$ cat config.mk
export PLATFORM = sky130hd
export DESIGN_NAME = mbab_blend
export DESIGN_NICKNAME = d
export VERILOG_FILES = /design/src/hw/rtl/mbab_pkg.sv /design/src/hw/rtl/mbab_blend.sv
export SDC_FILE = /design/constraint.sdc
export NUM_CORES = 1
export LEC_CHECK = 0
export ABC_AREA = 0
export BUFFER_PORTS_ARGS = -buffer_cell sky130_fd_sc_hd__buf_4
export CORE_MARGIN = 5
export CORE_UTILIZATION = 55
export DETAILED_ROUTE_END_ITERATION = 16
export PLACE_DENSITY = 0.82
export REMOVE_ABC_BUFFERS = 1
export SYNTH_ARGS = -nofsm -noshare
export SYNTH_HDL_FRONTEND = slang
export SYNTH_SLANG_ARGS = --single-unit
$ cat constraint.sdc
create_clock -name clk -period 13.7 [get_ports clk]
set_clock_uncertainty 0.05 [all_clocks]
set_input_delay 1.37 -clock clk [delete_from_list [all_inputs] [get_ports clk]]
set_output_delay 1.37 -clock clk [all_outputs]
set_load 0.02 [all_outputs]
$ cat src/hw/rtl/mbab_pkg.sv
package mbab_pkg;

    // Default build limits
    localparam int DEF_MAX_WIDTH  = 2048;
    localparam int DEF_MAX_HEIGHT = 2048;
    localparam int DEF_MAX_WINDOW = 31;

    // Configuration port
    localparam int APB_ADDR_W = 4;
    localparam int APB_DATA_W = 32;

    localparam logic [1:0] REG_IMAGE_WIDTH  = 2'd0;
    localparam logic [1:0] REG_IMAGE_HEIGHT = 2'd1;
    localparam logic [1:0] REG_BLUR_SIZE    = 2'd2;

    localparam int IMAGE_WIDTH_W  = 12;
    localparam int IMAGE_HEIGHT_W = 12;
    localparam int BLUR_SIZE_W    = 5;

    localparam logic [IMAGE_WIDTH_W-1:0]  IMAGE_WIDTH_RST  = 12'd640;
    localparam logic [IMAGE_HEIGHT_W-1:0] IMAGE_HEIGHT_RST = 12'd480;
    localparam logic [BLUR_SIZE_W-1:0]    BLUR_SIZE_RST    = 5'd5;

    // Item opcodes
    localparam logic OP_PIXEL = 1'b0;
    localparam logic OP_FLUSH = 1'b1;

    // Blend arithmetic
    localparam int         ALPHA_W     = 8;
    localparam logic [7:0] ALPHA_MAX   = 8'd255;
    localparam int         BLEND_ROUND = 127;
    localparam int         RECIP_255   = 257;

    // Stored pixel: original r, g, b then inpainted r, g, b
    localparam int PIX_W = 48;
    typedef logic [PIX_W-1:0] pix_word_t;

endpackage

$ cat src/hw/rtl/mbab_blend.sv
module mbab_blend
    import mbab_pkg::*;
(
    input  logic               clk,
    input  logic               rst_n,
    input  logic               start,
    input  logic [ALPHA_W-1:0] alpha,
    input  pix_word_t          pix,
    output logic               done,
    output logic [7:0]         red,
    output logic [7:0]         green,
    output logic [7:0]         blue
);

    logic        s1_reg;
    logic        s2_reg;
    logic        done_reg;
    logic [15:0] pa_reg [3];
    logic [15:0] pb_reg [3];
    logic [16:0] x_reg  [3];
    logic [25:0] e_reg  [3];
    logic [7:0]  q_reg  [3];
    logic [16:0] x_next [3];
    logic [8:0]  q_est  [3];
    logic [16:0] r_est  [3];
    logic [8:0]  q_fix  [3];

    always_ff @(posedge clk or negedge rst_n)
    begin
        if (!rst_n)
        begin
            s1_reg   <= 1'b0;
            s2_reg   <= 1'b0;
            done_reg <= 1'b0;
        end
        else
        begin
            s1_reg   <= start;
            s2_reg   <= s1_reg;
            done_reg <= s2_reg;
        end
    end

    always_comb
    begin
        for (int c = 0; c < 3; c++)
        begin
            x_next[c] = 17'(pa_reg[c]) + 17'(pb_reg[c]) + 17'(BLEND_ROUND);
            // x / 255: reciprocal estimate is low by at most one
            q_est[c]  = e_reg[c][24:16];
            r_est[c]  = x_reg[c] - (17'({q_est[c], 8'b0}) - 17'(q_est[c]));
            q_fix[c]  = (r_est[c] >= 17'(ALPHA_MAX)) ? q_est[c] + 9'd1 : q_est[c];
        end
    end

    always_ff @(posedge clk)
    begin
        for (int c = 0; c < 3; c++)
        begin
            if (start)
            begin
                pa_reg[c] <= 16'(alpha) * 16'(pix[PIX_W-1-8*c -: 8]);
                pb_reg[c] <= 16'(ALPHA_MAX - alpha) * 16'(pix[PIX_W/2-1-8*c -: 8]);
            end
            if (s1_reg)
            begin
                x_reg[c] <= x_next[c];
                e_reg[c] <= 26'(x_next[c]) * 26'(RECIP_255);
            end
            if (s2_reg)
                q_reg[c] <= (q_fix[c] > 9'(ALPHA_MAX)) ? ALPHA_MAX : q_fix[c][7:0];
        end
    end

    assign done  = done_reg;
    assign red   = q_reg[0];
    assign green = q_reg[1];
    assign blue  = q_reg[2];

endmodule

==> flow_metrics.py <==
metrics = {
    "status": {
        "status": "completed",
    },
    "global_route": {
        "grt_pass1_wl_mm": 96.1,
        "antenna_found_initial": 2,
        "grt_max_degree": 81,
        "grt_pass1_vias": 20800,
        "grt_usage_pct": 21.2,
        "grt-ovfl-total": 0,
    },
    "finish": {
        "final_cell_mix": "inv_1 (512), ha_1 (476), fa_1 (223), edfxtp_1 (198), nand2_1 (154)",
        "syn_to_final_growth_pct": 7.85,
        "largest_register_ffs": 51,
        "nFillCells": 3943,
        "drive_gt1_share_pct": 5.25,
        "layout.nets": 3633,
        "final_util_pct": 59.7,
        "final_common_cell": "inv_1",
    },
    "hold_path": {
        "hp-class": "input pin to asynchronous set/reset pin",
    },
    "cts": {
        "postCtsSetupBuffers": 0,
        "cts_htree_levels": 1,
        "clk_path_buf_depth": 3,
        "cts.sinks": 201,
        "path_clk_slew_ns": 0.06,
        "cts_resized": 0,
        "clk_latency_ns": 0.56,
        "cts_tree": "done",
        "ctsHoldBuffers": 0,
        "root_buffer": "clkbuf_16",
        "numCtsBuffers": 25,
    },
    "synthesis": {
        "avgSynthCellArea_sq_um": 9.59,
        "synth-main-ff-cell": "edfxtp_1",
        "syn-cell-area_sq_um": 27000,
        "synth_top_area_share_pct": 22.1,
        "yosysTopAreaCell": "ha_1",
        "ys_ff_latch": 201,
        "seq_area_frac_synth_pct": 22.3,
        "synth-edff-count": 198,
        "synth-async-reset-ratio_pct": 1.49,
        "ys_warn_count": 0,
        "ys_types": 87,
        "synth.area.top_cells": "ha_1 (22%), edfxtp_1 (22%), fa_1 (17%)",
        "syn_inst": 2814,
    },
    "placement": {
        "numPortBuffers": 83,
        "dp_slack_ns": 7.41,
        "place_congestion": 0.879,
        "hpwl_mm": 44.8,
    },
    "timing": {
        "slew_violations": 0,
        "timing.hold.ws_ns": 0.543,
        "rsz0062_at_grt": "false",
        "max_freq_mhz": 171,
        "timing.final.crit_period_ns": 5.85,
        "worst_slack_ns": 7.85,
        "setup_tns_ns": 0,
        "maxSlewHeadroom_pct": 20.4,
        "setup_violations": 0,
        "hold_viol": 0,
        "tightest_slew_ns": 1.19,
        "finalCritPeriodShare_pct": 42.7,
    },
    "detailed_routing": {
        "first_pass_iters": 5,
        "wl_per_cell_um": 15.9,
        "drt-initial-drc-count": 1022,
        "drc": 0,
        "vias_per_cell": 5.55,
        "wirelength_mm": 56.6,
        "vias": 19700,
        "ant_nets": 0,
    },
    "worst_setup_path": {
        "rr_startpoint": "pa_reg[0][17]",
        "setup.worst_path.end_class": "register",
        "critical_path.max_fanout": 4,
        "arrival_ns": 6.06,
        "crit_path_max_incr_delay_ns": 0.51,
        "crit_path_cell_trace": "inv_1 > ha_1 > inv_1 > ha_1 > fa_1 > a21oi_1 > o21ai_0 > o31ai_1 > a21oi_1 > xor2_1 > ha_1 > ha_1 > ha_1 > and4_1 > o2111ai_1 > o311ai_1 > nand3_1 > a21boi_2 > o2111ai_1 > nor3_1 > xor2_1",
        "path_class": "register to register",
        "cpMostUsedCell": "ha_1",
        "r2r_slack_ns": 7.85,
        "required_ns": 13.91,
        "critPathLaunchType": "register",
        "crit_path_top_delay_cell": "xor2_1",
        "r2r_end": "e_reg[0][50]",
        "reg2reg_depth": 21,
    },
    "run": {
        "drv_cap": 0,
    },
    "floorplan": {
        "dieArea_sq_um": 53600,
        "io_pins": 84,
        "core-area_sq_um": 48700,
        "die_x_um": 231,
        "start_util_pct": 55.3,
        "num_rows": 81,
        "dieHeight_um": 231,
    },
}
worst max path at each step:
stage / start / to / cells past startpoint / slack [ns]
after detailed placement: alpha[4] / pb_reg[0][46] / 18 / 7.41
after floorplan: alpha[3] / pb_reg[0][46] / 17 / 8.21
after CTS: pa_reg[0][17] / e_reg[0][50] / 21 / 7.93
after global placement: alpha[4] / pb_reg[0][46] / 18 / 7.55
after global routing: pa_reg[0][18] / e_reg[0][50] / 21 / 7.49
final: pa_reg[0][17] / e_reg[0][50] / 21 / 7.85
worst max-delay path, delay by kind of cell (launching register included):
kind / cells / cell delay (ns)
buffers and inverters: 2 / 0.09
xor gates and xnor gates: 2 / 0.61
and+or+nand+nor: 3 / 0.67
adders and majority gates: 6 / 1.90
DFF: 1 / 0.33
AOI/OAI and AO/OA: 8 / 1.91
cell usage after synthesis (4+ instances only):
master     count
nand2_1      154
fa_1         223
edfxtp_1     198
o21a_1        27
ha_1         476
o21ai_0       71
xor2_1        41
nand2b_1     104
a31oi_1       18
a41o_1         4
inv_1        512
and3_1        12
a211o_1        9
and2_1       112
o41a_1         4
mux2i_1       11
or2_2          6
nand4b_1       5
nor4_1         4
or4_1          4
a21boi_0      15
nor3_1        39
a221oi_1       4
nand3_1       36
a211oi_1      12
a21o_1        38
o2111ai_1     12
nand3b_1       8
o21bai_1      10
o211a_1        4
nor2_1       113
o21ai_1       12
nand4_1       18
xnor2_1       98
nor2b_1      134
o31ai_1        8
clkbuf_1      44
a21oi_1      106
o211ai_1      10
or3_1         18
o31a_1         5
cells by family (layout without fill, tap and decap cells):
family                   after synthesis  after routing  synth area share, %
AND/OR/NAND/NOR                      782            782                 15.6
AO/OA/AOI/OAI                        414            414                 10.4
other                                  0              1                    0
adder cells (fa/ha/maj)              699            699                 38.6
XOR/XNOR                             141            141                 4.66
multiplexers                          14             14                0.533
buffers and inverters                563            643                 7.92
flip-flops                           201            201                 22.3
layer usage:
| layer | GRT usage [%] | wire length (um) | share of wire (%) |
|---|---|---|---|
| met3 | 2.84 | 2910 | 5.1 |
| met5 | 0 | 20 | 0.035 |
| met2 | 38.5 | 28400 | 50 |
| met1 | 26.4 | 23600 | 42 |
| met4 | 6.59 | 1710 | 3.0 |
cell type report:
class	instances	area (sq um)	share of cell area, %
Multi-Input combinational cell	2050	18800	64.7
Inverter	513	1930	6.62
Clock buffer	26	629	2.16
Timing Repair Buffer	84	631	2.17
Antenna cell	1	2.50	0.00860
Clock inverter	20	231	0.795
Tap cell	664	831	2.86
Sequential cell	201	6020	20.7
stage by stage:
stage                     instance area [sq um]  instances
final                                     29100       3559
after CTS                                 29100       3558
after detailed placement                  28200       3512
after floorplan                           26800       2764
after global routing                      29100       3559
after global placement                    28200       3512
Power is not shown: default switching activity piles up to over one toggle a cycle in this logic, so the estimate is an artifact.
