$ cat src/hw/rtl/mbab_pkg.sv
package mbab_pkg;

    // Default build limits
    localparam int DEF_MAX_WIDTH  = 2048;
    localparam int DEF_MAX_HEIGHT = 2048;
    localparam int DEF_MAX_WINDOW = 31;

    // Configuration port
    localparam int APB_ADDR_W = 4;
    localparam int APB_DATA_W = 32;

    localparam logic [1:0] REG_IMAGE_WIDTH  = 2'd0;
    localparam logic [1:0] REG_IMAGE_HEIGHT = 2'd1;
    localparam logic [1:0] REG_BLUR_SIZE    = 2'd2;

    localparam int IMAGE_WIDTH_W  = 12;
    localparam int IMAGE_HEIGHT_W = 12;
    localparam int BLUR_SIZE_W    = 5;

    localparam logic [IMAGE_WIDTH_W-1:0]  IMAGE_WIDTH_RST  = 12'd640;
    localparam logic [IMAGE_HEIGHT_W-1:0] IMAGE_HEIGHT_RST = 12'd480;
    localparam logic [BLUR_SIZE_W-1:0]    BLUR_SIZE_RST    = 5'd5;

    // Item opcodes
    localparam logic OP_PIXEL = 1'b0;
    localparam logic OP_FLUSH = 1'b1;

    // Blend arithmetic
    localparam int         ALPHA_W     = 8;
    localparam logic [7:0] ALPHA_MAX   = 8'd255;
    localparam int         BLEND_ROUND = 127;
    localparam int         RECIP_255   = 257;

    // Stored pixel: original r, g, b then inpainted r, g, b
    localparam int PIX_W = 48;
    typedef logic [PIX_W-1:0] pix_word_t;

endpackage

$ cat src/hw/rtl/mbab_div.sv
module mbab_div
    import mbab_pkg::*;
#(
    parameter int NUM_W = 22,
    parameter int DEN_W = 11
)
(
    input  logic               clk,
    input  logic               rst_n,
    input  logic               start,
    input  logic [NUM_W-1:0]   num,
    input  logic [DEN_W-1:0]   den,
    output logic               done,
    output logic [ALPHA_W-1:0] quot
);

    localparam int XW  = (NUM_W > DEN_W + ALPHA_W - 1) ? NUM_W : DEN_W + ALPHA_W - 1;
    localparam int CNW = $clog2(ALPHA_W);

    logic [XW-1:0]      rem_reg;
    logic [XW-1:0]      div_reg;
    logic [ALPHA_W-1:0] quot_reg;
    logic [CNW-1:0]     cnt_reg;
    logic               busy_reg;
    logic               done_reg;
    logic               fits;

    assign fits = (rem_reg >= div_reg);

    always_ff @(posedge clk or negedge rst_n)
    begin
        if (!rst_n)
        begin
            busy_reg <= 1'b0;
            done_reg <= 1'b0;
            cnt_reg  <= '0;
        end
        else
        begin
            done_reg <= 1'b0;
            if (start)
            begin
                busy_reg <= 1'b1;
                cnt_reg  <= '0;
            end
            else if (busy_reg)
            begin
                cnt_reg <= cnt_reg + CNW'(1);
                if (cnt_reg == CNW'(ALPHA_W - 1))
                begin
                    busy_reg <= 1'b0;
                    done_reg <= 1'b1;
                end
            end
        end
    end

    // One quotient bit a cycle, most significant first
    always_ff @(posedge clk)
    begin
        if (start)
        begin
            rem_reg <= XW'(num);
            div_reg <= XW'(den) << (ALPHA_W - 1);
        end
        else if (busy_reg)
        begin
            if (fits)
                rem_reg <= rem_reg - div_reg;
            quot_reg <= {quot_reg[ALPHA_W-2:0], fits};
            div_reg  <= div_reg >> 1;
        end
    end

    assign done = done_reg;
    assign quot = quot_reg;

endmodule

$ cat config.mk
export PLATFORM = sky130hd
export DESIGN_NAME = mbab_div
export DESIGN_NICKNAME = d
export VERILOG_FILES = /design/src/hw/rtl/mbab_pkg.sv /design/src/hw/rtl/mbab_div.sv
export SDC_FILE = /design/constraint.sdc
export NUM_CORES = 1
export LEC_CHECK = 0
export BUFFER_PORTS_ARGS = -buffer_cell sky130_fd_sc_hd__buf_2
export CORE_MARGIN = 4
export CORE_UTILIZATION = 52
export CTS_CLUSTER_SIZE = 25
export DETAILED_ROUTE_END_ITERATION = 8
export PLACE_DENSITY = 0.76
export SYNTH_ARGS = -nofsm -noshare
export SYNTH_HDL_FRONTEND = slang
export SYNTH_SLANG_ARGS = --single-unit
$ cat constraint.sdc
create_clock -name clk -period 3.15 [get_ports clk]
set_input_delay 0.4725 -clock clk [delete_from_list [all_inputs] [get_ports clk]]
set_output_delay 0.4725 -clock clk [all_outputs]
set_load 0.05 [all_outputs]
==> results of run 1 <==
[cell usage in the layout, fill, tap and decap left out, drive strengths merged, types with 7 or more instances in the layout]
master / Yosys / layout
ha: 20 / 20
nand2: 38 / 38
a21oi: 20 / 20
inv: 27 / 28
o31ai: 12 / 12
nand4: 8 / 8
o21ai: 26 / 26
buf: 9 / 49
nor2: 33 / 33
dfxtp: 7 / 7
edfxtp: 41 / 41
mux2i: 9 / 9
[critical path, cell delays in order (launching register included)]
cell	delay, ns
edfxtp_1	0.34
inv_1	0.04
ha_1	0.24
fa_1	0.41
nand2b_1	0.22
a211oi_2	0.27
o21ai_2	0.14
a21oi_1	0.23
nor2_1	0.13
a41oi_4	0.28
buf_4	0.26
[report_power, final]
part / leakage (nW) / switching, mW / internal, mW
sequential: 0.546 / 0.0811 / 0.942
clock: 0.0487 / 0.246 / 0.163
combinational: 0.988 / 0.862 / 0.543
total: 1.58 / 1.19 / 1.65
[stage by stage]
step	worst slack (ns)	hold slack, ns	power (mW)	util
final	0.312	0.425	2.84	0.614
after global routing	0.0627	0.421	3.04	0.614
after CTS	0.196	0.420	2.82	0.613
after detailed placement	0.195	0.296	2.41	0.595
after global placement	0.358	0.291	2.37	0.595
after floorplan	0.292	0.177	2.11	-
[layer usage]
metal  track usage  part of all wire  vias up
li1              -                 -     1330
met1         0.285              0.47     1257
met2         0.308              0.47       62
met3        0.0414             0.051        6
met4        0.0391            0.0066        0
met5             0                 0        -
[final cells by class]
cell class,instances,area [sq um]
fill,544,2340
multi-input combinational,245,1660
sequential,53,1500
timing repair buffer,50,268
inverter,29,109
tap,75,93.8
clock buffer,5,68.8
clock inverter,3,26.3
[cells by family (layout without fill, tap and decap cells)]
family	count (synthesis)	count (layout)	share of synthesized area
simple gates	110	110	0.161
compound gates	95	95	0.199
flops	53	53	0.451
buf+inv	44	87	0.0536
fa+ha+maj	21	21	0.0815
mux	10	10	0.0306
xor+xnor	9	9	0.0238
[worst max-delay path by stage]
stage,end,cells after the start,slack [ns]
after global placement,rem_reg[3],10,0.36
final,rem_reg[4],10,0.31
after CTS,rem_reg[4],10,0.20
after global routing,rem_reg[4],10,0.06
after floorplan,rem_reg[0],9,0.29
after detailed placement,rem_reg[4],10,0.20
[cells in the mapped netlist, types with 3 or more instances]
cell / number / share of area
o31ai_1: 12 / 0.027
nor3b_1: 3 / 0.0068
edfxtp_1: 41 / 0.37
xor2_1: 5 / 0.013
mux2i_1: 9 / 0.027
dfrtp_1: 5 / 0.038
nand3_1: 5 / 0.0075
inv_1: 27 / 0.031
clkbuf_1: 6 / 0.0068
nor2_1: 33 / 0.037
o211ai_1: 4 / 0.0091
nand2_1: 38 / 0.043
a21o_1: 4 / 0.0091
a31oi_1: 3 / 0.0057
nor3_1: 5 / 0.0075
buf_2: 4 / 0.0060
xnor2_1: 4 / 0.011
dfxtp_1: 7 / 0.042
buf_1: 3 / 0.0034
a22o_1: 3 / 0.0079
nand2b_1: 4 / 0.0075
ha_1: 20 / 0.075
a21boi_0: 3 / 0.0068
nand4_1: 6 / 0.011
o21ai_1: 4 / 0.0060
o21ai_0: 21 / 0.032
a21oi_1: 19 / 0.029
o21a_1: 3 / 0.0068
[timing repair]
action | CTS | global route
gates resized for setup | 0 | 1
endpoints found under the hold margin | 5 | 0
setup buffers | 0 | 0
setup endpoints to repair | 0 | 14
hold buffers | 1 | 0
==> impl_metrics.yaml, run 1 <==
power:
  vdd.ir_drop.worst_mv: 0.376
  p_per_area_nw_per_um2: 762
  leakagePower_nw: 1.58
floorplanning:
  core_area_sq_um: 6060
  start_util: 0.547
  dieWidth_um: 87.9
  dieHeight_um: 87.9
  rows: 28
  dieArea_sq_um: 7720
  io_pins: 45
global_routing:
  grt_max_degree: 31
  first_global_vias: 2502
  antenna_found_initial: 0
  grt_usage: 0.197
  grt_remaining_overflow: 0
  grt_pass1_wl_um: 11900
synth:
  ys_types: 61
  async_flop_share: 0.0943
  yosysWarningCount: 0
  synthesis.instances: 342
  synth_ff_type: "edfxtp_1"
  synth_enable_flop_cells: 41
  synth_fp_nets: 399
  syn_avg_cell_area_sq_um: 9.70
  ys_seq_area_frac: 0.451
  syn-cell-area_sq_um: 3320
  ys_ff_latch: 53
critical_path:
  crit_arrival_ns: 2.87
  r2r_cells: 10
  cp.required_ns: 3.18
  crit_path_end_kind: "register"
  startpoint: "rem_reg[0]"
  cp-start-kind: "register"
  rrSetupSlack_ns: 0.31
  regToRegEndpoint: "rem_reg[4]"
  critical_path_class: "register to register"
  crit_fanout: 10
  r2r_start: "rem_reg[0]"
clocking:
  clk_path_buf_depth: 2
  cts_sinks: 53
  clock_latency_ns: 0.32
  cts_root_buf: "clkbuf_8"
  numCtsBuffers: 5
  cts_tree: "yes"
  h-tree-depth: 2
  path_clk_slew_ns: 0.10
sta:
  finalSetupViolCount: 0
  rsz0062_at_grt: "false"
  drv_slew: 0
  tightest_slew_ns: 0.929
  maxSlewHeadroom: 0.379
  finalHoldViolCount: 0
  fin_skew_ns: 0.00607
  period_needed_ns: 2.84
  period_share: 0.901
  tns_ns: 0
  max_freq_mhz: 352
final_layout:
  syn_to_final_growth_pct: 12.3
  fin_nets: 441
  largest_reg_flops: 22
  postLayoutCellArea_sq_um: 3720
  diodes: 0
  layout-drive-gt1-share: 0.187
  stdcell_count: 460
worst_hold_path:
  holdCritPathClass: "input pin to register"
  min_path_cells: 3
  hold_path_end: "rem_reg[0]"
  hold_start: "num[0]"
routing:
  avgViaCountPerCell: 5.77
  detail-route-antenna-nets: 0
  post_drt_wl_per_cell_um: 15.9
  wl_um: 7310
  dr.first_iter.drc_count: 180
  via_count: 2655
  drc: 0
  first_pass_iters: 4
place:
  dp_cells: 451
  dp_hpwl_um: 5650
  gp_congestion: 0.911
  post_dp_cell_area_sq_um: 3610
  io_buffers: 44
run_status:
  status: "complete, no violations"
job:
  cap_violations: 0
Power figures use the tool's default switching activity.
==> run 2: changes to the inputs <==
--- a/config.mk
+++ b/config.mk
@@ -6,7 +6,7 @@
 export NUM_CORES = 1
 export LEC_CHECK = 0
 export BUFFER_PORTS_ARGS = -buffer_cell sky130_fd_sc_hd__buf_2
-export CORE_MARGIN = 4
+export CORE_MARGIN = 8
 export CORE_UTILIZATION = 52
 export CTS_CLUSTER_SIZE = 25
 export DETAILED_ROUTE_END_ITERATION = 8
==> run 2 against run 1 <==
Net effect:
- count of clock-buffer cells in the layout increased by 2
- routed wire length increased by 2.6%
- power about the same
- first-iteration DRC count increased by 14%
- global-route usage decreased by 2.2 points
- clock power increased by 5.6%
- core utilization decreased by 2.1 points
- via count increased by 1.7%
- design area about the same
- final cell count increased by 0.43%
- setup slack got worse by 0.065 ns
- die area increased by 19%
==> impl_metrics.yaml, run 2 (synthesis results as in run 1) <==
clocking:
  cts_root_buf: "clkbuf_8"
  h-tree-depth: 2
  cts_sinks: 53
  cts_tree: "yes"
  path_clk_slew_ns: 0.09
  clk_path_buf_depth: 2
  cts_resized: 0
  hold_buffers: 1
  post-cts-setup-buffers: 0
  numCtsBuffers: 5
  clock_latency_ns: 0.32
critical_path:
  critical_path_class: "register to register"
  cp-start-kind: "register"
  crit_fanout: 13
  cp.required_ns: 3.16
  crit_path_end_kind: "register"
  crit_arrival_ns: 2.91
sta:
  maxSlewHeadroom: 0.375
  fin_skew_ns: 0.0171
  rsz0062_at_grt: "false"
  drv_slew: 0
  fin_ws_ns: 0.247
  max_freq_mhz: 344
  finalSetupViolCount: 0
  tns_ns: 0
  period_share: 0.922
  tightest_slew_ns: 0.935
  finalHoldViolCount: 0
  period_needed_ns: 2.90
power:
  pwr-share-comb: 0.485
  p_sw_mw: 1.15
  total_power_mw: 2.84
  p_clk_frac: 0.152
  p_seq_frac: 0.363
  vdd.ir_drop.worst_mv: 0.378
  p_per_area_nw_per_um2: 762
  swShare: 0.405
  intPower_mw: 1.69
  leakagePower_nw: 1.59
job:
  cap_violations: 0
routing:
  post_drt_wl_per_cell_um: 16.2
  dr.first_iter.drc_count: 205
  drc: 0
  first_pass_iters: 4
  wl_um: 7510
  via_count: 2701
  detail-route-antenna-nets: 0
  avgViaCountPerCell: 5.85
global_routing:
  grt_usage: 0.175
  first_global_vias: 2716
  grt_remaining_overflow: 0
  antenna_found_initial: 0
  grt_max_degree: 35
  grt_pass1_wl_um: 12700
final_layout:
  layout-drive-gt1-share: 0.184
  final_common_cell: "buf_2"
  layout_common_cells: "buf_2, edfxtp_1, nand2_1"
  fin_nets: 441
  syn_to_final_growth_pct: 12.2
  largest_reg_flops: 22
  diodes: 0
  postLayoutCellArea_sq_um: 3720
  utilization: 0.593
place:
  dp_hpwl_um: 5740
  post_dp_cell_area_sq_um: 3610
  dpl_worst_slack_ns: 0.253
  io_buffers: 44
  gp_congestion: 0.902
worst_hold_path:
  holdCritPathClass: "input pin to register"
floorplanning:
  core_area_sq_um: 6280
  dieHeight_um: 95.9
  start_util: 0.528
  rows: 29
  dieWidth_um: 95.9
  dieArea_sq_um: 9190
  io_pins: 45
run_status:
  status: "complete, no violations"
-- run 2: cell count changes in the layout (fill, tap and decap cells not counted), sizes merged --
cell,change
clkbuf,+2
clkinv,-1
inv,-1
-- run 2: worst max-delay path: stages, from the launching register on --
cell	delay (ns)
edfxtp_1	0.33
inv_1	0.04
ha_1	0.24
fa_1	0.41
nand2b_1	0.21
a211oi_2	0.26
o21ai_2	0.13
a21oi_1	0.22
nor2_1	0.11
a41oi_2	0.34
buf_4	0.31
-- run 2: cell type report --
cell class	instances	area (sq um)
Fill cell	558	2550
Inverter	29	109
Tap cell	77	96.3
Timing Repair Buffer	50	268
Clock buffer	7	97.6
Sequential cell	53	1500
Multi-Input combinational cell	245	1650
Clock inverter	1	5.00
-- run 2: power groups by stage --
stage	combinational (mW)	clock (mW)	sequential [mW]
finish	1.38	0.432	1.03
global route	1.55	0.468	1.04
CTS	1.36	0.438	1.02
detailed placement	1.35	0	1.04
global placement	1.33	0	1.03
floorplan	1.08	0	1.03
-- run 2: final timing paths --
kind	slack, ns	startpoint	endpoint	depth (start not counted)
worst max-delay path	0.25	rem_reg[0]	rem_reg[20]	10
worst max register to register	0.25	rem_reg[0]	rem_reg[20]	10
worst min-delay path	0.44	den[6]	div_reg[13]	3
worst min register to register	0.46	quot[3]	quot[4]	0
min in group asynchronous	0.50	rst_n	cnt_reg[0]	2
max in group asynchronous	2.52	rst_n	busy_reg	2
-- run 2: routing by layer --
metal	vias to the layer above	wire, um	GRT usage
met5	-	0	0
met4	0	159	0.0704
met3	16	418	0.0351
met2	72	3530	0.277
met1	1278	3400	0.228
li1	1335	-	-
-- run 2: through the flow --
stage	hold WS, ns	std cells
after global routing	0.437	462
after global placement	0.290	453
after floorplan	0.177	342
after CTS	0.431	462
final	0.435	462
after detailed placement	0.296	453
==> run 3: changes to the inputs <==
--- a/config.mk
+++ b/config.mk
@@ -8,9 +8,12 @@
 export BUFFER_PORTS_ARGS = -buffer_cell sky130_fd_sc_hd__buf_2
 export CORE_MARGIN = 8
 export CORE_UTILIZATION = 52
+export CTS_CLUSTER_DIAMETER = 30
 export CTS_CLUSTER_SIZE = 25
 export DETAILED_ROUTE_END_ITERATION = 8
+export GPL_TIMING_DRIVEN = 0
 export PLACE_DENSITY = 0.76
 export SYNTH_ARGS = -nofsm -noshare
 export SYNTH_HDL_FRONTEND = slang
 export SYNTH_SLANG_ARGS = --single-unit
+export TNS_END_PERCENT = 20
==> run 3 against run 2 <==
Net effect:
- first-iteration DRC count fell by 5.4%
- critical path depth shrank 1
- setup slack lost 0.027 ns
- clock power shrank 3%
- hold slack got worse by 0.0022 ns
- fmax fell by 0.93%
- critical path type unchanged
==> impl_metrics.yaml, run 3 (synthesis results as in run 1) <==
routing:
  via_count: 2782
  post_drt_wl_per_cell_um: 17.2
  wl_um: 8100
  avgViaCountPerCell: 5.89
  detail-route-antenna-nets: 0
  first_pass_iters: 5
  dr.first_iter.drc_count: 194
  drc: 0
floorplanning:
  io_pins: 45
  dieWidth_um: 95.9
  dieHeight_um: 95.9
  start_util: 0.528
  dieArea_sq_um: 9190
  rows: 29
  core_area_sq_um: 6280
sta:
  max_freq_mhz: 341
  tns_ns: 0
  period_needed_ns: 2.93
  finalSetupViolCount: 0
  finalHoldViolCount: 0
  rsz0062_at_grt: "false"
  tightest_slew_ns: 0.944
  period_share: 0.930
  drv_slew: 0
  fin_skew_ns: 0.00519
  maxSlewHeadroom: 0.368
critical_path:
  crit_arrival_ns: 2.89
  crit_path_end_kind: "register"
  cp.required_ns: 3.11
  r2r_cells: 9
  cp-start-kind: "register"
  critical_path_class: "register to register"
  crit_fanout: 11
global_routing:
  grt_max_degree: 18
  grt_remaining_overflow: 0
  grt_usage: 0.186
  grt_pass1_wl_um: 13400
  antenna_found_initial: 0
  first_global_vias: 2800
final_layout:
  layout-drive-gt1-share: 0.185
  layout_common_cells: "buf_2, edfxtp_1, nand2_1"
  diodes: 0
  largest_reg_flops: 22
  fin_nets: 451
  utilization: 0.603
  final_common_cell: "buf_2"
  syn_to_final_growth_pct: 14.0
job:
  cap_violations: 0
power:
  p_sw_mw: 1.19
  p_seq_frac: 0.354
  intPower_mw: 1.68
  swShare: 0.415
  leakagePower_nw: 1.60
  pwr-share-comb: 0.501
  vdd.ir_drop.worst_mv: 0.324
  p_clk_frac: 0.145
  p_per_area_nw_per_um2: 761
run_status:
  status: "complete, no violations"
clocking:
  path_clk_slew_ns: 0.10
  clock_latency_ns: 0.31
  cts_sinks: 53
  cts_tree: "yes"
  cts_root_buf: "clkbuf_8"
  clk_path_buf_depth: 2
  numCtsBuffers: 5
  h-tree-depth: 2
worst_hold_path:
  min_path_cells: 3
  holdCritPathClass: "input pin to register"
place:
  dp_hpwl_um: 6000
  io_buffers: 43
  gp_congestion: 0.903
==> run 3: cell types whose count changed in the layout (fill, tap and decap cells not counted), sizes merged <==
cell    change
clkinv      -1
clkbuf      +5
buf         +3
inv         +2
a41oi       +1
==> run 3: layout make-up <==
class	count	area, sq um
Clock buffer	6	82.6
Multi-Input combinational cell	246	1690
Timing Repair Buffer	44	225
Tap cell	77	96.3
Buffer	15	68.8
Fill cell	576	2490
Sequential cell	53	1500
Clock inverter	2	15.0
Inverter	29	109
==> run 3: critical path, stage by stage (launching register included) <==
cell,delay (ns)
edfxtp_1,0.34
inv_1,0.04
ha_1,0.24
fa_1,0.42
nand2b_1,0.22
a211oi_2,0.26
o21ai_2,0.15
a21oi_1,0.27
nor2_1,0.20
a41oi_4,0.43
==> run 3: metrics by stage <==
step / worst slack (ns) / power [mW] / hold slack, ns / std cells / area (sq um)
CTS: 0.0400 / 2.85 / 0.432 / 472 / 3770
finish: 0.220 / 2.88 / 0.433 / 472 / 3780
global route: 0.0264 / 3.07 / 0.435 / 472 / 3780
global placement: -0.276 / 2.38 / 0.289 / 462 / 3640
floorplan: 0.292 / 2.11 / 0.177 / 342 / 3320
detailed placement: -0.376 / 2.41 / 0.295 / 462 / 3640
==> run 3: final timing paths <==
| check | from | end | slack (ns) |
|---|---|---|---|
| setup / recovery | rem_reg[0] | rem_reg[21] | 0.22 |
| max in group asynchronous | rst_n | busy_reg | 2.52 |
| min in group asynchronous | rst_n | cnt_reg[0] | 0.50 |
| hold reg to reg | quot[5] | quot[6] | 0.46 |
| setup reg to reg | rem_reg[0] | rem_reg[21] | 0.22 |
| hold / removal | den[5] | div_reg[12] | 0.43 |
==> run 3: what timing repair did <==
action / in CTS / in global routing
buffers inserted: 0 / 0
setup endpoints to repair: 22 / 11
hold buffers: 1 / 0
hold endpoints to repair: 5 / 0
cloned: 1 / 0
gates resized for setup: 1 / 1
==> run 3: power by group through the flow <==
| stage | registers [mW] | clock network, mW | logic [mW] |
|---|---|---|---|
| after detailed placement | 1.04 | 0 | 1.38 |
| final | 1.02 | 0.418 | 1.44 |
| after CTS | 1.02 | 0.425 | 1.41 |
| after global routing | 1.04 | 0.448 | 1.59 |
| after floorplan | 1.03 | 0 | 1.08 |
| after global placement | 1.03 | 0 | 1.35 |
==> run 3: routing by layer <==
metal | vias up | track usage | part of all wire
met3 | 20 | 0.0351 | 0.073
li1 | 1356 | - | -
met1 | 1299 | 0.241 | 0.43
met2 | 107 | 0.294 | 0.47
met4 | 0 | 0.0819 | 0.027
met5 | - | 0 | 0
