$ cat src/hw/rtl/mbab_pkg.sv
package mbab_pkg;

    // Default build limits
    localparam int DEF_MAX_WIDTH  = 2048;
    localparam int DEF_MAX_HEIGHT = 2048;
    localparam int DEF_MAX_WINDOW = 31;

    // Configuration port
    localparam int APB_ADDR_W = 4;
    localparam int APB_DATA_W = 32;

    localparam logic [1:0] REG_IMAGE_WIDTH  = 2'd0;
    localparam logic [1:0] REG_IMAGE_HEIGHT = 2'd1;
    localparam logic [1:0] REG_BLUR_SIZE    = 2'd2;

    localparam int IMAGE_WIDTH_W  = 12;
    localparam int IMAGE_HEIGHT_W = 12;
    localparam int BLUR_SIZE_W    = 5;

    localparam logic [IMAGE_WIDTH_W-1:0]  IMAGE_WIDTH_RST  = 12'd640;
    localparam logic [IMAGE_HEIGHT_W-1:0] IMAGE_HEIGHT_RST = 12'd480;
    localparam logic [BLUR_SIZE_W-1:0]    BLUR_SIZE_RST    = 5'd5;

    // Item opcodes
    localparam logic OP_PIXEL = 1'b0;
    localparam logic OP_FLUSH = 1'b1;

    // Blend arithmetic
    localparam int         ALPHA_W     = 8;
    localparam logic [7:0] ALPHA_MAX   = 8'd255;
    localparam int         BLEND_ROUND = 127;
    localparam int         RECIP_255   = 257;

    // Stored pixel: original r, g, b then inpainted r, g, b
    localparam int PIX_W = 48;
    typedef logic [PIX_W-1:0] pix_word_t;

endpackage

$ cat src/hw/rtl/mbab_cfg.sv
module mbab_cfg
    import mbab_pkg::*;
#(
    parameter int MAX_WIDTH  = DEF_MAX_WIDTH,
    parameter int MAX_HEIGHT = DEF_MAX_HEIGHT,
    parameter int MAX_WINDOW = DEF_MAX_WINDOW,
    localparam int WW     = $clog2(MAX_WIDTH + 1),
    localparam int HW     = $clog2(MAX_HEIGHT + 1),
    localparam int KW     = $clog2(MAX_WINDOW + 1),
    localparam int CW     = $clog2(MAX_WIDTH * MAX_HEIGHT + 1),
    localparam int AREA_W = $clog2(MAX_WINDOW * MAX_WINDOW + 1)
)
(
    input  logic                  clk,
    input  logic                  rst_n,
    input  logic                  psel,
    input  logic                  penable,
    input  logic                  pwrite,
    input  logic [APB_ADDR_W-1:0] paddr,
    input  logic [APB_DATA_W-1:0] pwdata,
    output logic [APB_DATA_W-1:0] prdata,
    output logic                  pready,
    output logic [WW-1:0]         frame_w,
    output logic [HW-1:0]         frame_h,
    output logic [KW-1:0]         frame_k,
    output logic [CW-1:0]         frame_total,
    output logic [CW-1:0]         frame_lag,
    output logic [AREA_W-1:0]     frame_area
);

    logic [IMAGE_WIDTH_W-1:0]  width_reg;
    logic [IMAGE_HEIGHT_W-1:0] height_reg;
    logic [BLUR_SIZE_W-1:0]    blur_reg;
    logic [WW-1:0]             fw_reg;
    logic [HW-1:0]             fh_reg;
    logic [KW-1:0]             fk_reg;
    logic [CW-1:0]             total_reg;
    logic [CW-1:0]             lag_reg;
    logic [AREA_W-1:0]         area_reg;
    logic [WW-1:0]             fw_next;
    logic [HW-1:0]             fh_next;
    logic [KW-1:0]             fk_next;
    logic [KW-1:0]             half;
    logic                      wr_en;
    logic [1:0]                reg_idx;

    assign pready  = 1'b1;
    assign wr_en   = psel & penable & pwrite;
    assign reg_idx = paddr[APB_ADDR_W-1:2];

    always_ff @(posedge clk or negedge rst_n)
    begin
        if (!rst_n)
        begin
            width_reg  <= IMAGE_WIDTH_RST;
            height_reg <= IMAGE_HEIGHT_RST;
            blur_reg   <= BLUR_SIZE_RST;
        end
        else if (wr_en)
        begin
            case (reg_idx)
                REG_IMAGE_WIDTH:  width_reg  <= pwdata[IMAGE_WIDTH_W-1:0];
                REG_IMAGE_HEIGHT: height_reg <= pwdata[IMAGE_HEIGHT_W-1:0];
                REG_BLUR_SIZE:    blur_reg   <= pwdata[BLUR_SIZE_W-1:0];
                default:          ;
            endcase
        end
    end

    always_comb
    begin
        case (reg_idx)
            REG_IMAGE_WIDTH:  prdata = APB_DATA_W'(width_reg);
            REG_IMAGE_HEIGHT: prdata = APB_DATA_W'(height_reg);
            REG_BLUR_SIZE:    prdata = APB_DATA_W'(blur_reg);
            default:          prdata = '0;
        endcase
    end

    // Clamp to the legal range of each register
    always_comb
    begin
        if (width_reg == '0)
            fw_next = WW'(1);
        else if (32'(width_reg) > MAX_WIDTH)
            fw_next = WW'(MAX_WIDTH);
        else
            fw_next = WW'(width_reg);

        if (height_reg == '0)
            fh_next = HW'(1);
        else if (32'(height_reg) > MAX_HEIGHT)
            fh_next = HW'(MAX_HEIGHT);
        else
            fh_next = HW'(height_reg);

        if (blur_reg == '0)
            fk_next = KW'(1);
        else if (32'(blur_reg) > MAX_WINDOW)
            fk_next = KW'(MAX_WINDOW);
        else
            fk_next = KW'(blur_reg);
    end

    assign half = fk_next >> 1;

    // One register stage: clamped values and frame products settle together
    always_ff @(posedge clk)
    begin
        fw_reg    <= fw_next;
        fh_reg    <= fh_next;
        fk_reg    <= fk_next;
        total_reg <= CW'(fw_next) * CW'(fh_next);
        lag_reg   <= CW'(half) * CW'(fw_next) + CW'(half);
        area_reg  <= AREA_W'(fk_next) * AREA_W'(fk_next);
    end

    assign frame_w     = fw_reg;
    assign frame_h     = fh_reg;
    assign frame_k     = fk_reg;
    assign frame_total = total_reg;
    assign frame_lag   = lag_reg;
    assign frame_area  = area_reg;

endmodule

$ cat config.mk
export PLATFORM = sky130hd
export DESIGN_NAME = mbab_cfg
export DESIGN_NICKNAME = d
export VERILOG_FILES = /design/src/hw/rtl/mbab_pkg.sv /design/src/hw/rtl/mbab_cfg.sv
export SDC_FILE = /design/constraint.sdc
export NUM_CORES = 1
export LEC_CHECK = 0
export CAP_MARGIN = 10
export CORE_MARGIN = 2
export CORE_UTILIZATION = 60
export CTS_BUF_LIST = sky130_fd_sc_hd__clkbuf_4 sky130_fd_sc_hd__clkbuf_8
export CTS_CLUSTER_SIZE = 8
export DETAILED_ROUTE_END_ITERATION = 12
export DONT_BUFFER_PORTS = 1
export GPL_TIMING_DRIVEN = 1
export PLACE_DENSITY_LB_ADDON = 0.25
export SLEW_MARGIN = 20
export SYNTH_ARGS = -nofsm -noshare
export SYNTH_HDL_FRONTEND = slang
export SYNTH_SLANG_ARGS = --single-unit
export TNS_END_PERCENT = 30
$ cat constraint.sdc
create_clock -name clk -period 12.75 [get_ports clk]
set_input_delay 1.275 -clock clk [delete_from_list [all_inputs] [get_ports clk]]
set_output_delay 1.275 -clock clk [all_outputs]
set_load 0.005 [all_outputs]
==> impl_metrics.tcl, run 1 <==
set metrics [dict create \
    drc 0 \
    irDropWorstVdd_v 0.0001516 \
    insertion_delay_ns 0.40 \
    maxSlewHeadroom_pct 47.97 \
    synthTopCellsByArea "fa_1, dfxtp_1, ha_1, inv_1, dfrtp_1" \
    tritoncts "built" \
    clock_path_buffers 2 \
    start_kind "flip-flop" \
    io-pin-count 159 \
    cp_slowest_stage_delay_ns 0.56 \
    syn_area_per_cell_um2 9.347 \
    grt_pass1_vias 7001 \
    final_max_slew_viol_count 0 \
    yosysWarnings 0 \
    place.gp.congestion 0.8362 \
    syn_inst 1062 \
    io_buffers 0 \
    ys_seq_area_share_pct 22.94 \
    diodes 0 \
    fin_setup_tns_ns 0 \
    cp_num_buf_inv 4 \
    final_cell_mix "inv_1, nand2_1, fa_1" \
    timing.final.crit_share_pct 47.52 \
    clockRootBuffer "clkbuf_8" \
    die_y_um 132.6 \
    nFillCells 1436 \
    place_ws_ns 6.730 \
    min_period_ns 6.059 \
    postCtsHoldBufs 0 \
    synth_top_area_share_pct 25.21 \
    grt_max_degree 31 \
    cts_resized 0 \
    placed_cell_area_um2 9963 \
    worstPathCellList "nor4_1, a31oi_1, or2_1, inv_2, nand2_1, fa_1, fa_1, inv_1, ha_1, fa_1, inv_1, fa_1, inv_1, ha_1, a21o_1, a221oi_1, o221ai_1, a21oi_1, o21ai_1, xor2_1" \
    synth_top_cell_by_area "fa_1" \
    routed_wl_um 20230 \
    largest_reg_flops 23 \
    crit_top_cell "fa_1" \
    clkTransAtPathRegs_ns 0.12 \
    cp.required_ns 13.03 \
    synth_ff_type "dfxtp_1" \
    synth_edf_count 0 \
    area_delta_synth_final_pct 2.659 \
    crit_path_end_kind "flip-flop" \
    cts_setup_buffers 0 \
    hpwl_um 15970 \
    hold_violations 0 \
    synth_cell_types 61 \
    via_count 6820 \
    leakagePower_nw 5.241 \
    drtAntennaViolNets 0 \
    design_area_um2 10190 \
    outcome "completed" \
    rsz0062_at_grt "false" \
    setup_viol 0 \
    cpLargestDelayFamily "adder cells" \
    worst_pin_slew_ns 0.7805 \
    clock.fmax_mhz 165.0 \
    nets 1303 \
    final.setup.worst_slack_ns 6.691 \
    antenna_found_initial 0 \
    synth.cell_area_um2 9927 \
    grt_overflow_total 0 \
    die_area_um2 17590 \
    numCtsBuffers 9 \
    synthArstFlopShare_pct 27.36 \
    cap_viol_max_count 0 \
    track_usage_pct 24.49 \
    via_per_inst 5.417 \
    grt_pass1_wl_um 34470 \
    critical_path_class "reg2reg" \
    rows 47 \
    cts_htree_levels 3 \
    core_area_um2 16350 \
    synth-seq-cells 106 \
    post_drt_wl_per_cell_um 16.07 \
    dr.pass1.iters 5 \
    slowest_stage "fa_1" \
    p_per_area_nw_per_um2 185.7 \
    die_w_um 132.6 \
    drive_above_1_share_pct 8.085 \
    hold_class "in2async" \
    final_common_cell "inv_1" \
    initial_core_util_pct 60.72 \
    crit_arrival_ns 6.34 \
    fin_worst_skew_ns 0.01970 \
    cts.sink_count 106 \
    cp_max_fo 12 \
    drt-initial-drc-count 281 \
]
==> cell families after synthesis <==
logic type / count (synthesis) / synth area share [%]
and+or+nand+nor: 316 / 14.68
buffers and inverters: 234 / 9.970
adders and majority gates: 228 / 38.19
DFF: 106 / 22.94
AOI/OAI and AO/OA: 100 / 6.554
muxes: 41 / 4.500
xor gates and xnor gates: 35 / 3.088
other: 2 / 0.07565
==> cell usage after synthesis, drive strengths merged, types with 2 or more instances <==
master	count
a211oi	4
a21o	7
a21oi	35
a311oi	2
a31o	2
a31oi	5
and2	39
and3	5
buf	31
clkbuf	39
clkinv	6
conb	2
dfrtp	21
dfstp	8
dfxtp	77
fa	125
ha	103
inv	158
mux2	29
mux2i	12
nand2	128
nand2b	22
nand3	6
nand4	2
nor2	86
nor2b	8
nor3	7
nor3b	2
nor4	5
o211ai	3
o21a	3
o21ai	26
o21bai	2
or2	2
or3	2
xnor2	22
xor2	13
==> through the flow <==
stage          total power [mW]  util, %  std cells  hold slack [ns]
2_1_floorplan             1.403        -       1088           0.4822
3_5_place_dp              1.643    60.94       1243           0.5323
5_1_grt                   2.099    62.34       1259           0.5274
3_3_place_gp              1.633    60.94       1243           0.5275
4_1_cts                   1.914    62.34       1259           0.5340
6_report                  1.893    62.34       1259           0.5460
==> worst register-to-register path: stages (launching register included) <==
cell	delay [ns]
dfrtp_1	0.43
nor4_1	0.33
a31oi_1	0.12
or2_1	0.42
inv_2	0.23
nand2_1	0.11
fa_1	0.45
fa_1	0.56
inv_1	0.04
ha_1	0.32
fa_1	0.56
inv_1	0.06
fa_1	0.53
inv_1	0.04
ha_1	0.38
a21o_1	0.30
a221oi_1	0.35
o221ai_1	0.19
a21oi_1	0.28
o21ai_1	0.10
xor2_1	0.15
==> report_power, final <==
part           internal (mW)  switching, mW
combinational          0.450          0.659
sequential             0.453         0.0875
clock                  0.115          0.129
==> routing by layer <==
metal	vias to the layer above	share of wire, %	GRT usage [%]
li1	3209	-	-
met1	3383	42	31.90
met2	196	50	41.85
met3	32	5.0	3.640
met4	0	2.2	8.722
met5	-	0	0
==> path summary, 6_finish.rpt <==
path	startpoint	to	slack, ns	cells past startpoint
setup / recovery	width_reg[6]	frame_total[19]	6.69	20
hold / removal	rst_n	height_reg[11]	0.55	0
setup reg to reg	width_reg[6]	frame_total[19]	6.69	20
hold reg to reg	width_reg[0]	width_reg[0]	0.57	1
max in group asynchronous	rst_n	blur_reg[2]	12.01	0
min in group clk	width_reg[0]	width_reg[0]	0.57	1
==> area by class of cell <==
class | instances | area, um^2 | area share (%)
clock buffer | 10 | 131.4 | 1.289
multi-input combinational | 748 | 6758 | 66.31
sequential | 106 | 2277 | 22.35
timing repair buffer | 5 | 37.54 | 0.3683
tap | 220 | 275.3 | 2.701
clock inverter | 6 | 96.34 | 0.9454
inverter | 164 | 615.6 | 6.041
Note: power is estimated with default switching activity, not from simulation.
==> run 2, diff against run 1 <==
==> constraint.sdc (replaced) <==
create_clock -name clk -period 5 [get_ports clk]
set_input_delay 0.5 -clock clk [delete_from_list [all_inputs] [get_ports clk]]
set_output_delay 0.5 -clock clk [all_outputs]
set_load 0.005 [all_outputs]
==> impl_metrics.tcl, run 2 (synthesis gave the netlist of run 1 again) <==
set metrics [dict create \
    cp_num_buf_inv 4 \
    crit_top_cell "fa_1" \
    insertion_delay_ns 0.41 \
    clkTransAtPathRegs_ns 0.12 \
    die_y_um 132.6 \
    cpLargestDelayFamily "adder cells" \
    drive_above_1_share_pct 21.99 \
    hold_violations 0 \
    drt-initial-drc-count 501 \
    cp_max_fo 7 \
    fin_cells 1393 \
    final_max_slew_viol_count 0 \
    critical_path_class "reg2reg" \
    r2r-end "frame_total[21]" \
    p_sw_mw 2.589 \
    via_per_inst 5.412 \
    place_ws_ns -0.4078 \
    cp.required_ns 5.32 \
    largest_reg_flops 23 \
    core_area_um2 16350 \
    worstPathCellList "buf_2, nand2b_1, buf_4, nor2_1, fa_1, fa_1, fa_1, fa_1, inv_1, fa_1, inv_2, ha_4, and3_4, nand4_1, a2bb2oi_2, a21oi_2, a21oi_2, a311oi_1" \
    crit_path_end_kind "flip-flop" \
    switching_share_pct 44.93 \
    violations "negative setup slack" \
    grt_pass1_vias 7677 \
    clockRootBuffer "clkbuf_8" \
    area_delta_synth_final_pct 15.88 \
    rr_startpoint "height_reg[11]" \
    clock_path_buffers 2 \
    grt_overflow_total 0 \
    place.gp.congestion 0.8842 \
    drc 0 \
    combPwrFrac_pct 66.7 \
    reg2reg_depth 18 \
    clock.fmax_mhz 191.2 \
    dr.pass1.iters 5 \
    nets 1437 \
    p_per_area_nw_per_um2 500.8 \
    rows 47 \
    dp_cells 1362 \
    initial_core_util_pct 60.72 \
    setup_viol 9 \
    rsz0062_at_grt "true" \
    start_kind "flip-flop" \
    whs_path_depth 1 \
    final_cell_mix "inv_1, buf_4, nand2_1" \
    irDropWorstVdd_v 0.0002590 \
    hold_class "in2reg" \
    antenna_found_initial 0 \
    hp-start "pwdata[10]" \
    cp_slowest_stage_delay_ns 0.57 \
    seqPwrFrac_pct 22.8 \
    io-pin-count 159 \
    p_int_mw 3.172 \
    final_common_cell "inv_1" \
    routed_wl_um 23240 \
    diodes 0 \
    leakagePower_nw 5.964 \
    die_area_um2 17590 \
    slowest_stage "fa_1" \
    hpwl_um 18240 \
    track_usage_pct 27.67 \
    cts_htree_levels 3 \
    via_count 7539 \
    cap_viol_max_count 0 \
    clockPowerShare_pct 10.5 \
    cts.sink_count 106 \
    final.setup.worst_slack_ns -0.2288 \
    drtAntennaViolNets 0 \
    rrSetupSlack_ns -0.23 \
    fin_worst_skew_ns 0.01946 \
    grt_max_degree 30 \
    nFillCells 1298 \
    min_period_ns 5.229 \
    post_drt_wl_per_cell_um 16.69 \
    crit_arrival_ns 5.55 \
    grt_pass1_wl_um 38360 \
    timing.final.crit_share_pct 104.6 \
    outcome "complete, but fails checks" \
    io_buffers 0 \
    hold-path-endpoint "width_reg[10]" \
    tritoncts "built" \
    die_w_um 132.6 \
    numCtsBuffers 9 \
]
[run 2: worst max path at each step]
stage / start / to / slack [ns] / depth (start not counted)
floorplan: width_reg[11] / frame_total[19] / -0.008 / 19
global placement: width_reg[8] / frame_total[19] / -0.28 / 20
detailed placement: width_reg[8] / frame_total[19] / -0.41 / 20
CTS: width_reg[5] / frame_total[21] / -0.27 / 18
global route: height_reg[11] / frame_total[21] / -0.41 / 18
finish: height_reg[11] / frame_total[21] / -0.23 / 18
[run 2: cell type report]
type	instances	area, um^2	area share, %
inverter	164	615.6	5.351
clock inverter	6	83.83	0.7287
multi-input combinational	748	7029	61.11
sequential	106	2278	19.81
timing repair buffer	139	1084	9.419
tap	220	275.3	2.393
clock buffer	10	137.6	1.196
[run 2: metrics by stage]
| step | power (mW) | hold slack [ns] | utilization, % | TNS [ns] | area [um^2] |
|---|---|---|---|---|---|
| floorplan | 3.685 | 0.2044 | - | -0.007501 | 10120 |
| global placement | 4.745 | 0.2054 | 66.85 | -2.055 | 10930 |
| global route | 6.319 | 0.2123 | 70.37 | -3.632 | 11500 |
| CTS | 5.629 | 0.2203 | 69.33 | -2.030 | 11330 |
| detailed placement | 4.853 | 0.2052 | 66.85 | -3.371 | 10930 |
| finish | 5.761 | 0.2344 | 70.37 | -1.317 | 11500 |
[run 2: metal layers]
metal / track usage (%) / vias up / share of wire [%]
met5: 0 / - / 0
met4: 7.706 / 0 / 1.9
met3: 6.169 / 32 / 7.3
met2: 46.63 / 273 / 50
met1: 36.15 / 3760 / 41
li1: - / 3474 / -
[run 2: power by group through the flow]
stage          clock, mW  sequential, mW  combinational, mW
2_1_floorplan          0            1.29               2.39
3_3_place_gp           0            1.33               3.41
3_5_place_dp           0            1.34               3.52
4_1_cts            0.615            1.32               3.69
5_1_grt            0.647            1.34               4.33
6_report           0.604            1.31               3.84
[run 2: what timing repair did]
| item | 4_1_cts | 5_1_grt |
|---|---|---|
| hold endpoints to repair | 29 | 0 |
| setup endpoints to repair | 11 | 16 |
| hold buffers | 2 | 0 |
| gates resized for setup | 27 | 22 |
| buffers inserted | 2 | 11 |
| pin swaps | 35 | 30 |
[run 2: worst register-to-register path, delay by kind of cell, from the launching register on]
family / cells / cell delay [ns]
AND/OR/NAND/NOR: 4 / 0.70
AO/OA/AOI/OAI: 4 / 0.72
flip-flops: 1 / 0.48
adder cells (fa/ha/maj): 6 / 2.80
buffers and inverters: 4 / 0.44
==> run 3, diff against run 2 <==
--- a/config.mk
+++ b/config.mk
@@ -7,13 +7,13 @@
 export LEC_CHECK = 0
 export CAP_MARGIN = 10
 export CORE_MARGIN = 2
-export CORE_UTILIZATION = 60
+export CORE_UTILIZATION = 48
 export CTS_BUF_LIST = sky130_fd_sc_hd__clkbuf_4 sky130_fd_sc_hd__clkbuf_8
 export CTS_CLUSTER_SIZE = 8
 export DETAILED_ROUTE_END_ITERATION = 12
 export DONT_BUFFER_PORTS = 1
 export GPL_TIMING_DRIVEN = 1
-export PLACE_DENSITY_LB_ADDON = 0.25
+export PLACE_DENSITY = 0.71
 export SLEW_MARGIN = 20
 export SYNTH_ARGS = -nofsm -noshare
 export SYNTH_HDL_FRONTEND = slang
==> impl_metrics.tcl, run 3 (synthesis gave the netlist of run 1 again) <==
set metrics [dict create \
    outcome "complete, but fails checks" \
    violations "negative setup slack" \
    min_period_ns 5.158 \
    timing.final.crit_share_pct 103.2 \
    numCtsBuffers 9 \
    via_count 7402 \
    slowest_stage "fa_1" \
    place_ws_ns -0.3599 \
    critical_path_class "reg2reg" \
    antenna_found_initial 0 \
    insertion_delay_ns 0.40 \
    nFillCells 1739 \
    diodes 0 \
    final.setup.worst_slack_ns -0.1582 \
    io_buffers 0 \
    cap_viol_max_count 0 \
    die_w_um 147.8 \
    post_drt_wl_per_cell_um 15.66 \
    irDropWorstVdd_v 0.0003200 \
    fin_util_pct 57.79 \
    cp.required_ns 5.28 \
    grt_max_degree 30 \
    rsz0062_at_grt "true" \
    p_sw_mw 2.553 \
    routed_wl_um 22690 \
    die_area_um2 21850 \
    switching_share_pct 45.06 \
    crit_top_cell "fa_1" \
    grt_pass1_vias 7624 \
    drive_above_1_share_pct 24.34 \
    p_int_mw 3.114 \
    drt-initial-drc-count 344 \
    whs_path_depth 1 \
    drtAntennaViolNets 0 \
    design_area_um2 11690 \
    rows 52 \
    place.gp.congestion 0.8928 \
    grt_pass1_wl_um 37660 \
    clockPowerShare_pct 9.5 \
    fin_worst_skew_ns 0.01342 \
    clockRootBuffer "clkbuf_8" \
    cp_slowest_stage_delay_ns 0.56 \
    clock.fmax_mhz 193.9 \
    crit_arrival_ns 5.44 \
    largest_reg_flops 23 \
    dr.pass1.iters 5 \
    fin_cells 1449 \
    io-pin-count 159 \
    hold_ws_ns 0.2377 \
    initial_core_util_pct 49.06 \
    track_usage_pct 21.75 \
    final_cell_mix "inv_1, buf_4, nand2_1" \
    cpLargestDelayFamily "adder cells" \
    worstPathCellList "nor4_2, a31oi_1, or2_1, inv_2, nand2_2, fa_1, fa_1, inv_2, fa_2, fa_1, fa_1, ha_4, a21o_1, a221o_1, a2bb2oi_2, a21oi_2, a21oi_2, a311oi_2" \
    seqPwrFrac_pct 23.9 \
    leakagePower_nw 6.009 \
    reg2reg_depth 18 \
    worst_pin_slew_ns 0.7629 \
    via_per_inst 5.108 \
    tritoncts "built" \
    start_kind "flip-flop" \
    combPwrFrac_pct 66.6 \
    hpwl_um 18090 \
    p_per_area_nw_per_um2 484.6 \
    cp_max_fo 4 \
    placed_cell_area_um2 10990 \
    final_common_cell "inv_1" \
    cp-startpoint "width_reg[8]" \
    cp_num_buf_inv 2 \
    die_y_um 147.8 \
    cts.sink_count 106 \
    setup_viol 7 \
    rr_startpoint "width_reg[8]" \
    nets 1443 \
    cts_htree_levels 3 \
    hold_violations 0 \
    crit_path_end_kind "flip-flop" \
    worst-path-stages 18 \
    power_mw 5.667 \
    dp_cells 1413 \
    grt_overflow_total 0 \
    maxSlewHeadroom_pct 49.14 \
    clock_path_buffers 2 \
    clkTransAtPathRegs_ns 0.11 \
    area_delta_synth_final_pct 17.80 \
    drc 0 \
    final_max_slew_viol_count 0 \
    hold_class "in2reg" \
    core_area_um2 20230 \
    hp-start "pwdata[11]" \
    fin_setup_tns_ns -0.7632 \
]
-- run 3: changes by cell type in the layout (fill, tap and decap cells not counted), sizes merged --
cell      delta
inv          -1
buf          +6
clkinv       +1
bufinv       -1
clkinvlp     +1
-- run 3: path summary, 6_finish.rpt --
kind	endpoint	slack, ns
setup / recovery	frame_total[21]	-0.16
hold / removal	width_reg[11]	0.24
setup reg to reg	frame_total[21]	-0.16
hold reg to reg	frame_area[2]	0.57
max in group asynchronous	height_reg[5]	4.24
min in group asynchronous	width_reg[0]	0.52
-- run 3: timing repair --
action,4_1_cts,5_1_grt
pin swaps,28,26
buffers inserted,11,7
hold buffers,2,0
gates resized for setup,41,36
setup endpoints to repair,12,15
hold endpoints to repair,29,0
-- run 3: final cells by class --
class	count	area [um^2]	share of cell area (%)
flip-flops and latches	106	2281	19.51
well taps	270	337.8	2.889
clock buffers	10	131.4	1.123
clock inverters	6	58.81	0.5029
multi-input cells	748	7114	60.84
repair buffers	145	1142	9.769
inverters	164	628.1	5.371
-- run 3: power by group through the flow --
stage,clock (mW),combinational [mW],sequential (mW)
global route,0.592,4.26,1.39
detailed placement,0,3.42,1.37
global placement,0,3.36,1.36
CTS,0.562,3.66,1.35
finish,0.538,3.78,1.35
floorplan,0,2.39,1.29
-- run 3: layer usage --
| metal | track usage [%] | routed length (um) | vias to the layer above |
|---|---|---|---|
| li1 | - | - | 3496 |
| met1 | 28.34 | 9878 | 3676 |
| met2 | 36.60 | 10910 | 196 |
| met3 | 4.537 | 1394 | 34 |
| met4 | 6.619 | 502 | 0 |
| met5 | 0 | 0 | - |
-- run 3: worst register-to-register path: stages (launching register included) --
cell	delay, ns
dfrtp_1	0.41
nor4_2	0.31
a31oi_1	0.12
or2_1	0.26
inv_2	0.11
nand2_2	0.06
fa_1	0.49
fa_1	0.42
inv_2	0.08
fa_2	0.44
fa_1	0.56
fa_1	0.45
ha_4	0.27
a21o_1	0.20
a221o_1	0.39
a2bb2oi_2	0.18
a21oi_2	0.11
a21oi_2	0.14
a311oi_2	0.05
